--- src/rtl/lbs_pkg.sv ---
// shared types and constants for the bridge forwarding and spanning-tree engine
`default_nettype none
package lbs_pkg;

  localparam int TableDepthDef = 64;
  localparam int PortsDef      = 8;

  localparam logic [1:0] ModeData  = 2'd0;
  localparam logic [1:0] ModeBpdu  = 2'd1;
  localparam logic [1:0] ModeHello = 2'd2;

  localparam logic [1:0] RoleUnknown    = 2'd0;
  localparam logic [1:0] RoleRoot       = 2'd1;
  localparam logic [1:0] RoleDesignated = 2'd2;
  localparam logic [1:0] RoleBlocked    = 2'd3;

  localparam logic RegOwnId       = 1'b0;
  localparam logic RegActivePorts = 1'b1;

  typedef enum logic [2:0] {
    StIdle,
    StSearch,
    StLearn,
    StLookup,
    StEmit,
    StFlood,
    StHello
  } state_e;

  typedef struct packed {
    logic [1:0]  mode;
    logic [2:0]  ingress_port;
    logic [47:0] src_mac;
    logic [47:0] dst_mac;
    logic [63:0] rx_root_id;
    logic [31:0] rx_root_cost;
    logic [63:0] rx_sender_id;
    logic [15:0] ingress_link_cost;
  } req_t;

  typedef struct packed {
    logic [2:0]  egress_port;
    logic        out_kind;
    logic [63:0] tx_root_id;
    logic [31:0] tx_root_cost;
    logic [63:0] tx_bridge_id;
    logic        last;
  } res_t;

endpackage
`default_nettype wire

--- src/rtl/learning_bridge_stp_engine_top.sv ---
// top level: mac learning table, forwarding decision and spanning-tree state
//
//  channel  | signals                              | handshake
//  request  | start_i, req_i                       | taken when start_i && !busy_o
//  result   | res_valid_o, res_o                   | one cycle strobe, no stall
//  config   | cfg_we_i, cfg_idx_i, cfg_data_i      | write when cfg_we_i
//
// a data frame scans the table entry by entry for the source, passes the learn state,
// scans the table for the destination, then emits to the found port or floods the
// other active ports; the scan length is set by the single table read port. a frame
// on a blocked port ends in the search state. a bpdu passes the learn state only, a
// hello tick walks each active port. reset clears control state; the table needs no
// clearing since only filled entries are read. results cannot be stalled.
`default_nettype none
module learning_bridge_stp_engine_top import lbs_pkg::*; #(
  parameter int TABLE_DEPTH = TableDepthDef
) (
  input  wire logic        clk_i,
  input  wire logic        rst_ni,
  input  wire logic        start_i,
  output      logic        busy_o,
  input  wire req_t        req_i,
  output      logic        res_valid_o,
  output      res_t        res_o,
  input  wire logic        cfg_we_i,
  input  wire logic        cfg_idx_i,
  input  wire logic [63:0] cfg_data_i
);

  localparam int PORTS = PortsDef;
  localparam int AW = (TABLE_DEPTH > 1) ? $clog2(TABLE_DEPTH) : 1;
  localparam int CW = $clog2(TABLE_DEPTH + 1);
  localparam int PW = $clog2(PORTS + 1);
  localparam int RW = (PORTS > 1) ? $clog2(PORTS) : 1;
  localparam logic [PW-1:0] PortsC = PW'(PORTS);
  localparam logic [3:0] NoPort = 4'hf;

  logic [47:0] mem_mac [TABLE_DEPTH];
  logic [2:0]  mem_port[TABLE_DEPTH];

  state_e      state_q, state_d;
  req_t        req_q;
  logic [63:0] own_id_q;
  logic [3:0]  act_q;
  logic [CW-1:0] cnt_q, cnt_d;
  logic [CW-1:0] idx_q, idx_d;
  logic [63:0] root_q, root_d;
  logic [31:0] rcost_q, rcost_d;
  logic [3:0]  rport_q, rport_d;
  logic [1:0]  role_q[PORTS];
  logic [1:0]  role_d[PORTS];
  logic [PW-1:0] p_q, p_d;
  logic [2:0]  hit_port_q, hit_port_d;
  logic        pend_q, pend_d;
  logic [2:0]  pend_port_q, pend_port_d;
  logic        pend_kind_q, pend_kind_d;

  logic [47:0] rd_mac;
  logic [2:0]  rd_port;
  logic        we;
  logic [AW-1:0] wa;
  logic [2:0]  wport;

  logic [PW-1:0] lim;
  logic [32:0] via_sum;
  logic [31:0] via;
  logic        better, nb_better, ing_ok;
  logic [RW-1:0] ing_r, pr;
  logic        emit, emit_kind;
  logic [2:0]  emit_port;

  assign lim = (PW'(act_q) > PortsC) ? PortsC : PW'(act_q);
  assign busy_o = (state_q != StIdle);

  // table read at the scan index, registered data
  always_ff @(posedge clk_i) begin
    if (we) begin
      mem_mac[wa]  <= req_q.src_mac;
      mem_port[wa] <= wport;
    end
    rd_mac  <= mem_mac[idx_q[AW-1:0]];
    rd_port <= mem_port[idx_q[AW-1:0]];
  end

  assign via_sum = {1'b0, req_q.rx_root_cost} + 33'(req_q.ingress_link_cost);
  assign via = via_sum[32] ? 32'hffff_ffff : via_sum[31:0];
  assign ing_r = RW'(req_q.ingress_port);
  assign pr = RW'(p_q);

  always_comb begin
    better = 1'b0;
    if (req_q.rx_root_id < root_q) better = 1'b1;
    else if (req_q.rx_root_id == root_q) begin
      if (rport_q == NoPort && own_id_q != root_q) better = 1'b1;
      else if (via < rcost_q) better = 1'b1;
      else if (via == rcost_q && {1'b0, req_q.ingress_port} < rport_q) better = 1'b1;
    end
    nb_better = (req_q.rx_root_cost < rcost_q) ||
                (req_q.rx_root_cost == rcost_q && req_q.rx_sender_id < own_id_q);
  end

  // next state
  always_comb begin
    state_d = state_q;
    ing_ok  = PW'(req_i.ingress_port) < lim;
    case (state_q)
      StIdle: begin
        if (start_i) begin
          case (req_i.mode)
            ModeHello: state_d = StHello;
            ModeData:  if (ing_ok) state_d = StSearch;
            ModeBpdu:  if (ing_ok) state_d = StLearn;
            default:   state_d = StIdle;
          endcase
        end
      end
      StSearch: begin
        if (role_q[ing_r] == RoleBlocked) state_d = StIdle;
        else if (idx_q >= cnt_q) state_d = StLearn;
        else if (idx_q != '0 && rd_mac == req_q.src_mac) state_d = StLearn;
      end
      StLearn: state_d = (req_q.mode == ModeBpdu) ? StIdle : StLookup;
      StLookup: begin
        if (idx_q != '0 && rd_mac == req_q.dst_mac) state_d = StEmit;
        else if (idx_q >= cnt_q) state_d = StFlood;
      end
      StEmit:  state_d = StIdle;
      StFlood: if (p_q >= lim) state_d = StIdle;
      StHello: if (p_q >= lim) state_d = StIdle;
      default: state_d = StIdle;
    endcase
  end

  // datapath and outputs
  always_comb begin
    cnt_d = cnt_q; idx_d = idx_q; root_d = root_q; rcost_d = rcost_q;
    rport_d = rport_q; p_d = p_q; hit_port_d = hit_port_q;
    pend_d = pend_q; pend_port_d = pend_port_q; pend_kind_d = pend_kind_q;
    for (int i = 0; i < PORTS; i++) role_d[i] = role_q[i];
    we = 1'b0; wa = idx_q[AW-1:0]; wport = req_q.ingress_port;
    emit = 1'b0; emit_kind = 1'b0; emit_port = 3'(p_q);
    case (state_q)
      StIdle: begin
        idx_d = '0; p_d = '0; pend_d = 1'b0;
      end
      StSearch: begin
        // read data is registered: rd_mac holds entry idx_q-1
        if (role_q[ing_r] == RoleBlocked) begin
          idx_d = '0;
        end else if (idx_q != '0 && rd_mac == req_q.src_mac) begin
          we = 1'b1; wa = AW'(idx_q - 1'b1);
          idx_d = '0;
          hit_port_d = 3'd0;
          p_d = '1;
        end else if (idx_q >= cnt_q) begin
          if (cnt_q < CW'(TABLE_DEPTH)) begin
            we = 1'b1; wa = cnt_q[AW-1:0]; cnt_d = cnt_q + 1'b1;
          end
          idx_d = '0;
        end else idx_d = idx_q + 1'b1;
      end
      StLearn: begin
        idx_d = '0; p_d = '0;
        if (req_q.mode == ModeBpdu) begin
          if (better) begin
            root_d = req_q.rx_root_id; rcost_d = via;
            rport_d = {1'b0, req_q.ingress_port};
            for (int i = 0; i < PORTS; i++)
              if (PW'(i) < lim)
                role_d[i] = (i == int'(req_q.ingress_port)) ? RoleRoot : RoleDesignated;
          end else if (req_q.rx_root_id == root_q && own_id_q != root_q &&
                       {1'b0, req_q.ingress_port} != rport_q) begin
            if (nb_better) role_d[ing_r] = RoleBlocked;
            else if (role_q[ing_r] != RoleRoot && role_q[ing_r] != RoleBlocked)
              role_d[ing_r] = RoleDesignated;
          end else if (own_id_q == root_q) role_d[ing_r] = RoleDesignated;
        end
      end
      StLookup: begin
        if (idx_q != '0 && rd_mac == req_q.dst_mac) hit_port_d = rd_port;
        else idx_d = idx_q + 1'b1;
      end
      StEmit: begin
        if (hit_port_q != req_q.ingress_port && PW'(hit_port_q) < lim &&
            role_q[RW'(hit_port_q)] != RoleBlocked) begin
          if (pend_q) begin
            emit = 1'b1; emit_port = pend_port_q; emit_kind = pend_kind_q;
          end
          pend_d = 1'b1; pend_port_d = hit_port_q; pend_kind_d = 1'b0;
        end
      end
      StFlood, StHello: begin
        if (p_q < lim) begin
          p_d = p_q + 1'b1;
          if ((state_q == StHello || pr != ing_r) && role_q[pr] != RoleBlocked) begin
            if (state_q == StHello && role_q[pr] == RoleUnknown)
              role_d[pr] = RoleDesignated;
            if (pend_q) begin
              emit = 1'b1; emit_port = pend_port_q; emit_kind = pend_kind_q;
            end
            pend_d = 1'b1; pend_port_d = 3'(p_q); pend_kind_d = (state_q == StHello);
          end
        end
      end
      default: ;
    endcase
    // the final held result leaves with last set when the item ends
    if (state_q != StIdle && state_d == StIdle && !emit && pend_d) begin
      emit = 1'b1; emit_port = pend_port_d; emit_kind = pend_kind_d;
      pend_d = 1'b0;
    end
    // a new own id also becomes the root while no root port exists
    if (cfg_we_i && cfg_idx_i == RegOwnId && rport_q == NoPort) root_d = cfg_data_i;
  end

  always_ff @(posedge clk_i or negedge rst_ni) begin
    if (!rst_ni) begin
      state_q <= StIdle; own_id_q <= '0; act_q <= 4'd8; cnt_q <= '0; idx_q <= '0;
      root_q <= '0; rcost_q <= '0; rport_q <= NoPort; p_q <= '0; hit_port_q <= '0;
      pend_q <= 1'b0; pend_port_q <= '0; pend_kind_q <= 1'b0;
      for (int i = 0; i < PORTS; i++) role_q[i] <= RoleUnknown;
      res_valid_o <= 1'b0;
    end else begin
      state_q <= state_d; cnt_q <= cnt_d; idx_q <= idx_d;
      root_q <= root_d; rcost_q <= rcost_d; rport_q <= rport_d; p_q <= p_d;
      hit_port_q <= hit_port_d; pend_q <= pend_d; pend_port_q <= pend_port_d;
      pend_kind_q <= pend_kind_d;
      for (int i = 0; i < PORTS; i++) role_q[i] <= role_d[i];
      res_valid_o <= emit;
      if (cfg_we_i) begin
        case (cfg_idx_i)
          RegOwnId: own_id_q <= cfg_data_i;
          RegActivePorts: act_q <= cfg_data_i[3:0];
          default: ;
        endcase
      end
    end
  end

  always_ff @(posedge clk_i) begin
    if (state_q == StIdle && start_i) req_q <= req_i;
    if (emit) begin
      res_o.egress_port  <= emit_port;
      res_o.out_kind     <= emit_kind;
      res_o.tx_root_id   <= emit_kind ? root_q : 64'd0;
      res_o.tx_root_cost <= emit_kind ? rcost_q : 32'd0;
      res_o.tx_bridge_id <= emit_kind ? own_id_q : 64'd0;
      res_o.last         <= !pend_d;
    end
  end

endmodule
`default_nettype wire
--- config.mk ---
export PLATFORM = sky130hd
export DESIGN_NAME = learning_bridge_stp_engine_top
export DESIGN_NICKNAME = d
export VERILOG_FILES = /design/src/rtl/lbs_pkg.sv /design/src/rtl/learning_bridge_stp_engine_top.sv
export SDC_FILE = /design/constraint.sdc
export NUM_CORES = 2
export LEC_CHECK = 0
export ABC_CLOCK_PERIOD_IN_PS = 19670
export BUFFER_PORTS_ARGS = -buffer_cell sky130_fd_sc_hd__buf_2
export CAP_MARGIN = 10
export CORE_MARGIN = 1
export CORE_UTILIZATION = 55
export DETAILED_ROUTE_END_ITERATION = 8
export GPL_TIMING_DRIVEN = 0
export HOLD_SLACK_MARGIN = 0.15
export PLACE_DENSITY = 0.72
export SYNTH_ARGS = -nofsm -noshare
export SYNTH_HDL_FRONTEND = slang
export SYNTH_SLANG_ARGS = --single-unit
--- constraint.sdc ---
create_clock -name clk_i -period 19.67 [get_ports clk_i]
set_input_delay 0.9835 -clock clk_i [delete_from_list [all_inputs] [get_ports clk_i]]
set_output_delay 0.9835 -clock clk_i [all_outputs]
set_load 0.01 [all_outputs]
After elaboration in Yosys (flattened, before gate mapping)
Memory sizes are Yosys's and may differ from the RTL's. A register that Yosys moved wholly into a read port is not among the register bits.
Index checks and enable logic that the tools add are counted.
Cells by class
  add/subtract/negate cells: 5
  magnitude comparators: 25
  equality and inequality tests: 50
  muxes and demuxes: 118
  bitwise operators: 13
  reduce and logical (&&, ||, !) cells: 56
Operators by type and width (count)
  2-to-1 mux 64 bit: 4
  2-to-1 mux 16 bit: 9
  equality test 64 bit: 2
  < comparator 64 bit: 2
  equality test 48 bit: 2
  equality test 32 bit: 2
  < comparator 32 bit: 2
  inequality test 64 bit: 1
  AND reduction 8 bit: 8
  2-to-1 mux 3 bit: 20
  2-to-1 mux 2 bit: 25
  adder 32 x 16 -> 33 bit: 1
  2-to-1 mux 32 bit: 1
  case mux 16 bit (2 select lines): 1
  2-to-1 mux 6 bit: 5
  2-to-1 mux 1 bit: 29
  2-to-1 mux 7 bit: 4
  inequality test 3 bit, second input constant: 8
  case mux 7 bit (3 select lines): 1
  logical AND 1 bit: 20
  binary-select mux 2 bit (select 3 bit): 3
  case mux 3 bit (2 select lines): 3
  AND 8 bit: 2
  < comparator 3 x 4 -> 1 bit, first input constant: 4
  other kinds (52): 108
Word-level totals
  bits in registers: 656
  bits in writable memories: 3264
  output and inout port bits: 167
  word-level logic and storage cells: 305
  memories: 2
Memories
  mem_mac: words 64, width 48, read ports 1, clocked after memory_dff 1, wr ports 1, line learning_bridge_stp_engine_top.sv:38  | logic [47:0] mem_mac [TABLE_DEPTH];
  mem_port: words 64, width 3, read ports 1, clocked after memory_dff 1, wr ports 1, line learning_bridge_stp_engine_top.sv:39  | logic [2:0] mem_port[TABLE_DEPTH];

Depth between registers and ports, before layout
  depth after elaboration: 14
  gate-level depth with buffers: 25

Worst setup path after synthesis
Ideal clock, no wire load.
  path kind: input to register
  from: input start_i
  to: register res_o[0] in the netlist's numbering, enable pin
  data arrival time: 8.370 ns
  setup slack: 10.678 ns
  stages: 6
  buffers on the path: 0
  cell sequence: nand2_1 inv_1 nand2_1 o221ai_2 nor4_4 or2_2
On the way
  word-level cells in the longest chain between the ends: 7
Ends and longest elaborated chain
  from (decl): line learning_bridge_stp_engine_top.sv:20  | input wire logic start_i,
  2-to-1 mux 3 bit: line learning_bridge_stp_engine_top.sv:108  | if (start_i) begin
  case mux 3 bit (5 select lines): line learning_bridge_stp_engine_top.sv:106  | case (state_q)
  via state_d[2]: line learning_bridge_stp_engine_top.sv:41  | state_e state_q, state_d;
  logical NOT 3 bit: line learning_bridge_stp_engine_top.sv:208  | if (state_q != StIdle && state_d == StIdle && !emit && pend_d) begin
  logical AND 1 bit (3 in series): line learning_bridge_stp_engine_top.sv:208
  2-to-1 mux 1 bit: line learning_bridge_stp_engine_top.sv:208
  via emit: line learning_bridge_stp_engine_top.sv:69  | logic emit, emit_kind;
  to (decl): line learning_bridge_stp_engine_top.sv:24  | output res_t res_o,
The timed path passes the listed nets, and every way through them passes these cells.
A chain may end at the register's enable or synchronous reset.

Worst setup path after layout
  from: register idx_q[0]
  to: memory mem_mac[62][30], enable pin
On the way
  word-level cells in the longest chain between the ends: 7
Ends and longest elaborated chain
  from (decl): line learning_bridge_stp_engine_top.sv:46  | logic [CW-1:0] idx_q, idx_d;
  from (signal assigned): line learning_bridge_stp_engine_top.sv:224  | state_q <= state_d; cnt_q <= cnt_d; idx_q <= idx_d;
  >= comparator 7 bit or nonzero test 7 bit (tied branches): line learning_bridge_stp_engine_top.sv:155, learning_bridge_stp_engine_top.sv:150
  2-to-1 mux 1 bit or logical AND 1 bit (tied branches): line learning_bridge_stp_engine_top.sv:155, learning_bridge_stp_engine_top.sv:150
  2-to-1 mux 1 bit: line learning_bridge_stp_engine_top.sv:150  | end else if (idx_q != '0 && rd_mac == req_q.src_mac) begin
  2-to-1 mux 1 bit: line learning_bridge_stp_engine_top.sv:148  | if (role_q[ing_r] == RoleBlocked) begin
  2-to-1 mux 1 bit: line learning_bridge_stp_engine_top.sv:142  | case (state_q)
  2-to-1 mux 1 bit: line learning_bridge_stp_engine_top.sv:77  | if (we) begin
  2-to-1 mux 1 bit (implied by the code): line learning_bridge_stp_engine_top.sv:78  | mem_mac[wa] <= req_q.src_mac;
  to (decl): line learning_bridge_stp_engine_top.sv:38
Parallel ways exist; a longest one is shown, timed or not.

==> results_dict.tcl <==
set metrics [dict create \
    status "complete, no violations" \
    cap_violations 0 \
    drt-total-wl_um 507000 \
    critPathMostFrequentCell "buf_2" \
    cts_tree "built" \
    io_pins 513 \
    worstReg2RegStart "idx_q[0]" \
    fp.dieW_um 537 \
    antenna_found_initial 56 \
    gp_congestion 1.01 \
    ys_seq_elements 3971 \
    synth_nets 8319 \
    period_share_pct 43.5 \
    power_mw 23.9 \
    min_period_ns 8.55 \
    tightest_slew_ns 1.44 \
    r2r_cells 18 \
    start_util_pct 55.3 \
    cp_slowest_cell "nor2_4" \
    hold_violations 0 \
    regToRegEndpoint "mem_mac[62][30]" \
    clkPwrFrac_pct 31.4 \
    cp.required_ns 20.31 \
    syn_avg_cell_area_um2 20.3 \
    worst_slack_ns 11.12 \
    cp_num_cells 18 \
    route.detailed.drc 0 \
    intPower_mw 16.7 \
    synth-edff-count 3706 \
    crit_type "flip-flop to flip-flop" \
    instances_no_fill 13100 \
    fin_worst_skew_ns 0.0656 \
    path_clk_slew_ns 0.07 \
    final_common_cell "edfxtp_1" \
    rows 196 \
    h-tree-depth 5 \
    vias 88600 \
    p_switching_mw 7.22 \
    worstHoldPathType "input pin to flip-flop" \
    coreArea_um2 285000 \
    crit_path_end_kind "flip-flop" \
    synth_cell_types 101 \
    die_area_um2 289000 \
    area_growth_pct 17.7 \
    slowest_delay_ns 1.09 \
    netlist_area_um2 158000 \
    slew-limit-headroom_pct 3.69 \
    drive_above_1_share_pct 27.7 \
    drt_iter0_markers 13900 \
    postRouteAntennaNets 0 \
    cp_data_arrival_time_ns 9.19 \
    grt_max_degree 120 \
    path_cells "buf_2, buf_2, clkbuf_1, inv_1, ha_1, nor2b_1, nand2_1, or3_1, nand3_1, or2_1, buf_2, buf_6, a211oi_1, o22a_1, nand4_1, nor2_4, buf_12, buf_12" \
    ys_seq_area_share_pct 74.7 \
    tns_ns 0 \
    fin_nets 9546 \
    maxSlewViolCount 0 \
    grt_pass1_vias 87100 \
    yosysWarningCount 0 \
    clock-sinks 3971 \
    async_flop_share_pct 5.39 \
    utilization_pct 65.1 \
    pwr-share-seq_pct 44.5 \
    grt_pass1_wl_um 690000 \
    root_buffer "clkbuf_16" \
    path_max_fanout 15 \
    ir_worst_vdd_v 0.0000761 \
    cts_max_path_buffers 4 \
    numCtsBuffers 393 \
    synth_ff_type "edfxtp_1" \
    dp_cells 12300 \
    crit_path_end "mem_mac[62][30]" \
    crit_family "simple AND/OR/NAND/NOR gates" \
    avgRoutedWirePerCell_um 38.6 \
    clock_latency_ns 0.97 \
    cp_num_buf_inv 8 \
    swShare_pct 30.2 \
    start_kind "flip-flop" \
    fp.dieH_um 537 \
    grt_use_total_pct 35.1 \
    rsz0062_at_grt "false" \
    p_per_area_nw_per_um2 129 \
    via_per_inst 6.75 \
    dpl.hpwl_um 346000 \
    ctsResizeCount 0 \
    ff2ff_setup_slack_ns 11.12 \
    first_pass_iters 6 \
    combPwrFrac_pct 24.1 \
    timing.fmax_ghz 0.117 \
    leakagePower_nw 61.9 \
    portBuffers 512 \
    crit_start "idx_q[0]" \
    netlist_instances 7743 \
    overflow 0 \
    place_ws_ns 11.79 \
    final_cell_mix "edfxtp_1 (3706), mux4_2 (997), buf_2 (551), clkbuf_16 (398), nand2_1 (309)" \
    finalSetupViolations 0 \
]
[worst min path at each step]
stage	start	to	slack, ns	depth (start not counted)
final	req_i[214]	req_q[214]	0.20	1
after global routing	req_i[118]	req_q[118]	0.19	1
after CTS	req_i[225]	req_q[225]	0.15	1
after detailed placement	rd_port[2]	hit_port_q[2]	0.46	2
after global placement	rd_port[1]	hit_port_q[1]	0.46	2
after floorplan	rd_port[0]	hit_port_q[0]	0.44	2
[timing repair]
item / CTS / global route
endpoints found under the hold margin: 112 / 0
hold buffers: 9 / 0
setup buffers: 0 / 0
[cell usage after synthesis, drive strengths merged (16+ instances only)]
master  count  area (um^2)
edfxtp   3706       111000
mux4      997        22500
nand2     309         1160
nor2      242          908
ha        229         2870
clkbuf    225          852
inv       215          807
dfrtp     209         5230
and2      172         1080
a21oi     144          728
buf       131          651
o21ai     124          621
xor2      115         1010
mux2i     114         1140
a31oi      97          613
xnor2      83          727
nand4      64          413
o221ai     57          505
nand3      53          265
dfxtp      51         1020
nor4       43          297
o22ai      35          225
nor3       34          180
a21o       29          218
and3       25          156
nand2b     16          100
nor2b      16          100
[cells by family (layout without fill, tap and decap cells)]
family                   Yosys count  after routing  synth area share (%)
AO/OA/AOI/OAI                    628            628                  2.65
XOR/XNOR                         198            198                  1.10
adder cells (fa/ha/maj)          230            230                  1.83
buffers and inverters            571           2130                  1.47
flip-flops                      3971           3971                  74.7
multiplexers                    1125           1125                  15.1
other                              0             56                     0
AND/OR/NAND/NOR                 1020           1020                  3.19
[final cells by class]
type	count	area, um^2
flip-flops and latches	3971	118000
fillers	18400	99600
multi-input cells	3201	38100
clock buffers	504	10500
repair buffers	832	9770
well taps	3762	4710
clock inverters	223	2170
plain buffers	356	1510
inverters	215	815
diodes	56	140
[flip-flops by register name, indices dropped and copies added, names as in the netlist, 4 cells and up, named ones only]
signal and flops:
idx_q 7, rcost_q 32, res_o 165, role_q 8, rd_mac 48, own_id_q 64, root_q 64, rport_q 4
req_q 274, mem_port 192, cnt_q 7, p_q 4, act_q 4, mem_mac 3072
[worst register-to-register path, cell delays in order (launching register included)]
cell      delay [ns]
dfrtp_1         0.36
buf_2           0.39
buf_2           0.61
clkbuf_1        0.95
inv_1           0.37
ha_1            0.35
nor2b_1         0.19
nand2_1         0.18
or3_1           0.26
nand3_1         0.39
or2_1           0.39
buf_2           0.18
buf_6           0.16
a211oi_1        0.51
o22a_1          0.40
nand4_1         0.90
nor2_4          1.09
buf_12          0.29
buf_12          0.23
[power by group through the flow]
stage	combinational [mW]	clock, mW	sequential, mW
finish	5.76	7.51	10.6
global route	6.03	7.84	10.7
floorplan	3.19	0	10.8
detailed placement	5.56	0	10.8
CTS	5.63	7.54	10.6
global placement	4.79	0	11.2
[stage by stage]
stage	cell area, um^2	hold slack [ns]
floorplan	158000	0.439
global placement	165000	0.458
detailed placement	172000	0.458
CTS	185000	0.151
global route	185000	0.191
finish	185000	0.198
[routing by layer]
metal	global-route usage (%)	share of wire [%]	routed length (um)	up-vias
li1	-	-	-	34300
met1	45.5	34	172000	45600
met2	53.3	45	230000	7265
met3	9.88	13	67600	1404
met4	21.7	7.3	36900	24
met5	0	0.033	165	-
(Power assumes the default switching activity.)
